### src/rtl/bpwm_pkg.sv
// ============================================================================
// bpwm_pkg
// Shared types, register indexes and reset values of the breathing PWM core.
// ============================================================================
`default_nettype none

package bpwm_pkg;

    // Counter and compare width
    localparam int CNT_W   = 16;
    // Prescaler width (fixed by the prescale_div register)
    localparam int PRE_W   = 16;
    // Configuration register index width
    localparam int CFG_IDX_W = 3;
    // Configuration write data width
    localparam int CFG_DATA_W = 16;

    // Initial pulse value for active and preloaded compare
    localparam logic [CNT_W-1:0] INIT_PULSE = CNT_W'(1000);

    // Register reset values
    localparam logic [PRE_W-1:0] RST_PRESCALE_DIV = PRE_W'(1679);
    localparam logic [CNT_W-1:0] RST_PERIOD_TOP   = CNT_W'(999);
    localparam logic [CNT_W-1:0] RST_DUTY_STEP    = CNT_W'(5);
    localparam logic [CNT_W-1:0] RST_DUTY_LIMIT   = CNT_W'(1000);
    localparam logic             RST_MODE_TWO     = 1'b1;
    localparam logic             RST_POLARITY_LOW = 1'b0;
    localparam logic             RST_OUTPUT_EN    = 1'b1;

    typedef enum logic [CFG_IDX_W-1:0] {
        REG_PRESCALE_DIV  = 3'd0,
        REG_PERIOD_TOP    = 3'd1,
        REG_DUTY_STEP     = 3'd2,
        REG_DUTY_LIMIT    = 3'd3,
        REG_MODE_TWO      = 3'd4,
        REG_POLARITY_LOW  = 3'd5,
        REG_OUTPUT_ENABLE = 3'd6
    } cfg_idx_t;

    typedef struct packed {
        logic [PRE_W-1:0] prescale_div;
        logic [CNT_W-1:0] period_top;
        logic [CNT_W-1:0] duty_step;
        logic [CNT_W-1:0] duty_limit;
        logic             mode_two;
        logic             polarity_low;
        logic             output_enable;
    } cfg_t;

endpackage

`default_nettype wire

### src/rtl/bpwm_cfg_regs.sv
// ============================================================================
// bpwm_cfg_regs
// Configuration register file; every write transfer is taken at once.
// ============================================================================
`default_nettype none

module bpwm_cfg_regs (
    input  wire logic                           clk,
    input  wire logic                           rst_n,
    input  wire logic                           cfg_valid,
    output logic                                cfg_ready,
    input  wire logic [bpwm_pkg::CFG_IDX_W-1:0] cfg_index,
    input  wire logic [bpwm_pkg::CFG_DATA_W-1:0] cfg_data,
    output bpwm_pkg::cfg_t                      cfg
);
    import bpwm_pkg::*;

    cfg_t cfg_reg;
    cfg_t cfg_next;

    assign cfg_ready = 1'b1;
    assign cfg       = cfg_reg;

    always_comb
    begin
        cfg_next = cfg_reg;
        if (cfg_valid)
        begin
            case (cfg_idx_t'(cfg_index))
                REG_PRESCALE_DIV:  cfg_next.prescale_div  = cfg_data[PRE_W-1:0];
                REG_PERIOD_TOP:    cfg_next.period_top    = cfg_data[CNT_W-1:0];
                REG_DUTY_STEP:     cfg_next.duty_step     = cfg_data[CNT_W-1:0];
                REG_DUTY_LIMIT:    cfg_next.duty_limit    = cfg_data[CNT_W-1:0];
                REG_MODE_TWO:      cfg_next.mode_two      = cfg_data[0];
                REG_POLARITY_LOW:  cfg_next.polarity_low  = cfg_data[0];
                REG_OUTPUT_ENABLE: cfg_next.output_enable = cfg_data[0];
                default:           cfg_next = cfg_reg;
            endcase
        end
    end

    always_ff @(posedge clk or negedge rst_n)
    begin
        if (!rst_n)
        begin
            cfg_reg.prescale_div  <= RST_PRESCALE_DIV;
            cfg_reg.period_top    <= RST_PERIOD_TOP;
            cfg_reg.duty_step     <= RST_DUTY_STEP;
            cfg_reg.duty_limit    <= RST_DUTY_LIMIT;
            cfg_reg.mode_two      <= RST_MODE_TWO;
            cfg_reg.polarity_low  <= RST_POLARITY_LOW;
            cfg_reg.output_enable <= RST_OUTPUT_EN;
        end
        else
        begin
            cfg_reg <= cfg_next;
        end
    end

endmodule

`default_nettype wire

### src/rtl/bpwm_counter.sv
// ============================================================================
// bpwm_counter
// Prescaler and wrapping up-counter; flags the update event on a wrap.
// ============================================================================
`default_nettype none

module bpwm_counter (
    input  wire logic                        clk,
    input  wire logic                        rst_n,
    input  wire logic                        step,
    input  wire logic                        enable,
    input  wire logic [bpwm_pkg::PRE_W-1:0]  prescale_div,
    input  wire logic [bpwm_pkg::CNT_W-1:0]  period_top,
    output logic      [bpwm_pkg::CNT_W-1:0]  main_count_next,
    output logic                             update
);
    import bpwm_pkg::*;

    logic [PRE_W-1:0] pre_count_reg;
    logic [PRE_W-1:0] pre_count_next;
    logic [CNT_W-1:0] main_count_reg;
    logic             pre_hit;
    logic             tick;

    // at or beyond the divider/top also restarts (registers may be lowered)
    assign pre_hit = (pre_count_reg >= prescale_div);
    assign tick    = enable && pre_hit;
    assign update  = tick && (main_count_reg >= period_top);

    always_comb
    begin
        pre_count_next = pre_count_reg;
        if (enable)
            pre_count_next = pre_hit ? '0 : pre_count_reg + PRE_W'(1);

        main_count_next = main_count_reg;
        if (update)
            main_count_next = '0;
        else if (tick)
            main_count_next = main_count_reg + CNT_W'(1);
    end

    always_ff @(posedge clk or negedge rst_n)
    begin
        if (!rst_n)
        begin
            pre_count_reg  <= '0;
            main_count_reg <= '0;
        end
        else if (step)
        begin
            pre_count_reg  <= pre_count_next;
            main_count_reg <= main_count_next;
        end
    end

endmodule

`default_nettype wire

### src/rtl/bpwm_ramp.sv
// ============================================================================
// bpwm_ramp
// Active/preload compare pair with the triangle ramp of the preload.
// ============================================================================
`default_nettype none

module bpwm_ramp (
    input  wire logic                        clk,
    input  wire logic                        rst_n,
    input  wire logic                        load,
    input  wire logic [bpwm_pkg::CNT_W-1:0]  duty_step,
    input  wire logic [bpwm_pkg::CNT_W-1:0]  duty_limit,
    output logic      [bpwm_pkg::CNT_W-1:0]  compare_next,
    output logic                             down_next
);
    import bpwm_pkg::*;

    localparam int RAMP_W = CNT_W + 2;

    logic [CNT_W-1:0]         active_reg;
    logic [CNT_W-1:0]         preload_reg;
    logic [CNT_W-1:0]         preload_next;
    logic                     down_reg;
    logic                     ramp_down;
    logic signed [RAMP_W-1:0] pre_s;
    logic signed [RAMP_W-1:0] step_s;
    logic signed [RAMP_W-1:0] lim_s;
    logic signed [RAMP_W-1:0] sum_s;

    always_comb
    begin
        pre_s  = $signed({2'b00, preload_reg});
        step_s = $signed({2'b00, duty_step});
        lim_s  = $signed({2'b00, duty_limit});
        sum_s  = down_reg ? (pre_s - step_s) : (pre_s + step_s);

        // upper clamp wins over the zero clamp
        if (sum_s >= lim_s)
        begin
            preload_next = duty_limit;
            ramp_down    = 1'b1;
        end
        else if (sum_s[RAMP_W-1] || (sum_s == '0))
        begin
            preload_next = '0;
            ramp_down    = 1'b0;
        end
        else
        begin
            preload_next = sum_s[CNT_W-1:0];
            ramp_down    = down_reg;
        end
    end

    assign compare_next = load ? preload_reg : active_reg;
    assign down_next    = load ? ramp_down : down_reg;

    always_ff @(posedge clk or negedge rst_n)
    begin
        if (!rst_n)
        begin
            active_reg  <= INIT_PULSE;
            preload_reg <= INIT_PULSE;
            down_reg    <= 1'b1;
        end
        else if (load)
        begin
            active_reg  <= preload_reg;
            preload_reg <= preload_next;
            down_reg    <= ramp_down;
        end
    end

endmodule

`default_nettype wire

### src/rtl/breathing_pwm_generator_core.sv
// ============================================================================
// breathing_pwm_generator_core
// Edge-aligned PWM timer whose compare value ramps up and down as a triangle.
// ============================================================================
//
//  channel | signals                                  | direction
//  --------+------------------------------------------+----------
//  in      | in_valid, in_stall, count_enable         | in
//  out     | out_valid, out_stall, pwm_out,           | out
//          | update_event, duty_now, ramping_down     |
//  cfg     | cfg_valid, cfg_ready, cfg_index,cfg_data | in
//
//  One tick per cycle sustained while out_stall is low; a tick passes from
//  input transfer through the input register, then the result register.
//  Timer state moves when the input register hands its tick to the result
//  register, so ticks are processed strictly in order.
//  in_stall rises only while the result register is full and out_stall holds.
//  Reset restores register defaults, zero counts, compare 1000, ramp down.
// ============================================================================
`default_nettype none

module breathing_pwm_generator_core (
    input  wire logic                            clk,
    input  wire logic                            rst_n,
    input  wire logic                            in_valid,
    output logic                                 in_stall,
    input  wire logic                            count_enable,
    output logic                                 out_valid,
    input  wire logic                            out_stall,
    output logic                                 pwm_out,
    output logic                                 update_event,
    output logic      [bpwm_pkg::CNT_W-1:0]      duty_now,
    output logic                                 ramping_down,
    input  wire logic                            cfg_valid,
    output logic                                 cfg_ready,
    input  wire logic [bpwm_pkg::CFG_IDX_W-1:0]  cfg_index,
    input  wire logic [bpwm_pkg::CFG_DATA_W-1:0] cfg_data
);
    import bpwm_pkg::*;

    cfg_t             cfg;
    logic             s1_valid_reg;
    logic             s1_en_reg;
    logic             out_valid_reg;
    logic             pwm_reg;
    logic             update_reg;
    logic [CNT_W-1:0] duty_reg;
    logic             down_reg;
    logic             out_free;
    logic             advance;
    logic             in_xfer;
    logic [CNT_W-1:0] main_count_next;
    logic             update;
    logic [CNT_W-1:0] compare_next;
    logic             down_next;
    logic             active;
    logic             level_next;

    bpwm_cfg_regs u_cfg (
        .clk       (clk),
        .rst_n     (rst_n),
        .cfg_valid (cfg_valid),
        .cfg_ready (cfg_ready),
        .cfg_index (cfg_index),
        .cfg_data  (cfg_data),
        .cfg       (cfg)
    );

    assign out_free = !out_valid_reg || !out_stall;
    assign advance  = s1_valid_reg && out_free;
    assign in_stall = s1_valid_reg && !out_free;
    assign in_xfer  = in_valid && !in_stall;

    bpwm_counter u_counter (
        .clk             (clk),
        .rst_n           (rst_n),
        .step            (advance),
        .enable          (s1_en_reg),
        .prescale_div    (cfg.prescale_div),
        .period_top      (cfg.period_top),
        .main_count_next (main_count_next),
        .update          (update)
    );

    bpwm_ramp u_ramp (
        .clk          (clk),
        .rst_n        (rst_n),
        .load         (advance && update),
        .duty_step    (cfg.duty_step),
        .duty_limit   (cfg.duty_limit),
        .compare_next (compare_next),
        .down_next    (down_next)
    );

    // mode 2: active from compare upwards; mode 1: active below compare
    always_comb
    begin
        if (cfg.mode_two)
            active = (main_count_next >= compare_next);
        else
            active = (main_count_next < compare_next);
        level_next = cfg.output_enable && (active ^ cfg.polarity_low);
    end

    always_ff @(posedge clk or negedge rst_n)
    begin
        if (!rst_n)
        begin
            s1_valid_reg  <= 1'b0;
            out_valid_reg <= 1'b0;
        end
        else
        begin
            if (in_xfer)
                s1_valid_reg <= 1'b1;
            else if (advance)
                s1_valid_reg <= 1'b0;

            if (advance)
                out_valid_reg <= 1'b1;
            else if (!out_stall)
                out_valid_reg <= 1'b0;
        end
    end

    always_ff @(posedge clk)
    begin
        if (in_xfer)
            s1_en_reg <= count_enable;
        if (advance)
        begin
            pwm_reg    <= level_next;
            update_reg <= update;
            duty_reg   <= compare_next;
            down_reg   <= down_next;
        end
    end

    assign out_valid    = out_valid_reg;
    assign pwm_out      = pwm_reg;
    assign update_event = update_reg;
    assign duty_now     = duty_reg;
    assign ramping_down = down_reg;

endmodule

`default_nettype wire

### config.mk
export PLATFORM = sky130hd
export DESIGN_NAME = breathing_pwm_generator_core
export DESIGN_NICKNAME = d
export VERILOG_FILES = /design/src/rtl/bpwm_pkg.sv /design/src/rtl/bpwm_cfg_regs.sv /design/src/rtl/bpwm_counter.sv /design/src/rtl/bpwm_ramp.sv /design/src/rtl/breathing_pwm_generator_core.sv
export SDC_FILE = /design/constraint.sdc
export NUM_CORES = 1
export LEC_CHECK = 0
export BUFFER_PORTS_ARGS = -buffer_cell sky130_fd_sc_hd__buf_2
export CAP_MARGIN = 0
export CELL_PAD_IN_SITES_DETAIL_PLACEMENT = 2
export CELL_PAD_IN_SITES_GLOBAL_PLACEMENT = 2
export CORE_MARGIN = 2
export CORE_UTILIZATION = 44
export CTS_BUF_LIST = sky130_fd_sc_hd__clkbuf_8
export DETAILED_ROUTE_END_ITERATION = 10
export PLACE_DENSITY = 0.95
export SLEW_MARGIN = 5
export SYNTH_ARGS = -nofsm -noshare
export SYNTH_HDL_FRONTEND = slang
export SYNTH_SLANG_ARGS = --single-unit
### constraint.sdc
create_clock -name clk -period 10 [get_ports clk]
set_input_delay 2.5 -clock clk [delete_from_list [all_inputs] [get_ports clk]]
set_output_delay 2.5 -clock clk [all_outputs]
set_load 0.005 [all_outputs]
==> impl_metrics.ini <==
[outcome]
run_status = finished clean

[sta]
worst_pin_slew_ps = 1210
fin_skew_ps = 24.0
hold_violations = 0
fin_setup_tns_ps = 0
fin_crit_sh_pct = 71.4
fmax_ghz = 0.140
maxSlewViolCount = 0
rsz0062_at_grt = false
setup_violations = 0
period_needed_ps = 7140
timing.slew.headroom_pct = 18.9

[routing]
viasPerCell = 6.31
dr.pass1.iters = 6
wl_per_cell_um = 29.5
ant_nets = 0
drt-initial-drc-count = 517
drc = 0
via_count = 8676
wl_um = 40500

[critical_path]
cp_data_arrival_time_ps = 7370
worst_setup_path_end_kind = flop
crit_top_cell = nand2_1
critPathKind = in2reg
slowest_delay_ps = 860
path_cells = buf_2 -> nand2_1 -> nand2_1 -> inv_1 -> nand2_1 -> a21oi_1 -> nand2_1 -> buf_4 -> mux2i_1 -> ha_1 -> nor2b_1 -> o21a_1 -> o21a_1 -> o211ai_1 -> a21boi_0 -> nor3_1 -> nor3_1 -> a311oi_1 -> o211ai_1
crit_fanout = 34
worst_ep_required_time_ps = 10230
crit_slowest_cell = inv_1
worstSetupStartpoint = out_stall
worstReg2RegStart = u_counter.main_count_reg[9]
cp-start-kind = input pin

[global_route]
grt_first_pass_wirelength_um = 62000
overflow = 0
grt_max_degree = 70
grt.total_usage_pct = 35.0
antenna_found_initial = 2
grt_pass1_vias = 10100

[final_layout]
syn2layout_area_growth_pct = 8.86
final_cell_mix = o21ai_0, nand2_1, inv_1, ha_1, dfrtp_1
drive_above_1_share_pct = 14.9
fin_nets = 1205
finalNonFillerCells = 1374
nFillCells = 2348
postLayoutCellArea_um2 = 10600
largest_register_ffs = 67
final_common_cell = o21ai_0

[synthesis]
syn_avg_cell_area_um2 = 9.31
synthArstFlopShare_pct = 87.0
yosysSeqAreaShare_pct = 41.0
synth_edf_count = 20
ys_warn_count = 0
syn_nets = 1172
synth_ff_type = dfrtp_1
synth_seq_cells = 154
synth.distinct_cells = 76
syn_inst = 1047
synth_area_um2 = 9750

[pwr]
p_int_mw = 1.09
switching_power_mw = 0.680
clkPwrFrac_pct = 27.9
power_frac_seq_pct = 44.5
irDropWorstVdd_uv = 81.6
powerDensity_nw_per_um2 = 167
p_sw_share_pct = 38.4
power_frac_comb_pct = 27.6
p_leak_nw = 5.11

[cts]
insertion_delay_ps = 490
clkSinkCount = 154
cts.repair.resized = 0
cts_hold_buffers = 0
clock_path_buffers = 2
cts_tree = done
cts_setup_buffers = 0
htree_levels = 4
root_buffer = clkbuf_8
numCtsBuffers = 17
path_clk_slew_ps = 110

[worst_hold_path]
min_from = u_cfg.cfg[60]
hp-class = reg2reg

[floorplan]
die_x_um = 153
core_area_um2 = 21800
ios = 47
row_count = 54
die_area_um2 = 23400
fp.dieH_um = 153
initial_utilization_pct = 44.8

[place]
io_buffers = 45
gp_congestion = 0.834
placed_cell_area_um2 = 10200
dp_hpwl_um = 27800
placed_cells = 1341

[flow_run]
maxCapViolCount = 0
==> layer usage <==
metal  part of all wire [%]  vias to the layer above  GRT usage [%]
met5                      0                        -              0
met4                    5.9                        0           19.3
met3                    4.2                      163           6.86
met2                     52                      311           64.5
met1                     38                     4451           37.6
li1                       -                     3751              -
==> power groups by stage <==
| stage | Sequential, mW | Clock [mW] | Combinational [mW] |
|---|---|---|---|
| floorplan | 0.763 | 0 | 0.288 |
| global placement | 0.778 | 0 | 0.391 |
| detailed placement | 0.790 | 0 | 0.454 |
| CTS | 0.785 | 0.495 | 0.482 |
| global route | 0.793 | 0.517 | 0.526 |
| finish | 0.788 | 0.495 | 0.489 |
==> critical path: cells and delay by family <==
family	cells	cell delay (ps)
AOI/OAI and AO/OA	7	1490
buffers and inverters	3	1300
muxes	1	320
adders and majority gates	1	310
and+or+nand+nor	7	1370
==> path summary, 6_finish.rpt <==
check / endpoint / slack (ps) / cells after the start
setup / recovery: pwm_out / 2860 / 19
hold / removal: u_cfg.cfg[60] / 530 / 2
setup reg to reg: pwm_out / 4480 / 18
hold reg to reg: u_cfg.cfg[60] / 530 / 2
max in group asynchronous: u_cfg.cfg[7] / 6540 / 2
min in group asynchronous: u_cfg.cfg[29] / 2050 / 1
==> synthesized netlist by cell type (all sizes together) (12+ instances only) <==
| master | count | area (um^2) |
|---|---|---|
| o21ai | 120 | 601 |
| nand2 | 108 | 405 |
| inv | 103 | 387 |
| ha | 98 | 1230 |
| dfrtp | 96 | 2400 |
| nor2 | 60 | 228 |
| a21oi | 41 | 209 |
| dfstp | 38 | 998 |
| nand3 | 28 | 140 |
| clkbuf | 26 | 98.8 |
| o31ai | 25 | 188 |
| mux2 | 24 | 270 |
| edfxtp | 20 | 601 |
| mux2i | 20 | 200 |
| and3 | 17 | 106 |
| xor2 | 17 | 149 |
| a21o | 16 | 120 |
| nor2b | 16 | 100 |
| nor3 | 16 | 80.1 |
| nand2b | 15 | 96.3 |
| nand4 | 14 | 87.6 |
| xnor2 | 13 | 114 |
| buf | 12 | 65.1 |
==> final cells by class <==
class | count | area, um^2 | area share (%)
Antenna cell | 1 | 2.50 | 0.0236
Clock buffer | 17 | 234 | 2.20
Clock inverter | 15 | 141 | 1.33
Inverter | 103 | 387 | 3.64
Multi-Input combinational cell | 752 | 5210 | 49.1
Sequential cell | 154 | 4000 | 37.7
Tap cell | 280 | 350 | 3.30
Timing Repair Buffer | 52 | 284 | 2.68
==> per-stage QoR <==
stage	utilization (%)	setup WS [ps]	total power [mW]	hold slack, ps
3_5_place_dp	47.0	2730	1.24	497
4_1_cts	48.8	2920	1.76	529
6_report	48.8	2860	1.77	529
5_1_grt	48.8	2640	1.84	567
2_1_floorplan	-	3870	1.05	471
3_3_place_gp	47.0	3310	1.17	490
==> kinds of logic (layout without fill, tap and decap cells) <==
logic type | after synthesis | after routing | synth area share (%)
flops | 154 | 154 | 41.0
xor+xnor | 30 | 30 | 2.70
fa+ha+maj | 100 | 100 | 13.0
mux | 44 | 44 | 4.83
compound gates | 277 | 277 | 18.1
simple gates | 300 | 300 | 14.7
other cells | 1 | 2 | 0.0385
buf+inv | 141 | 187 | 5.65
(Power assumes the default switching activity.)
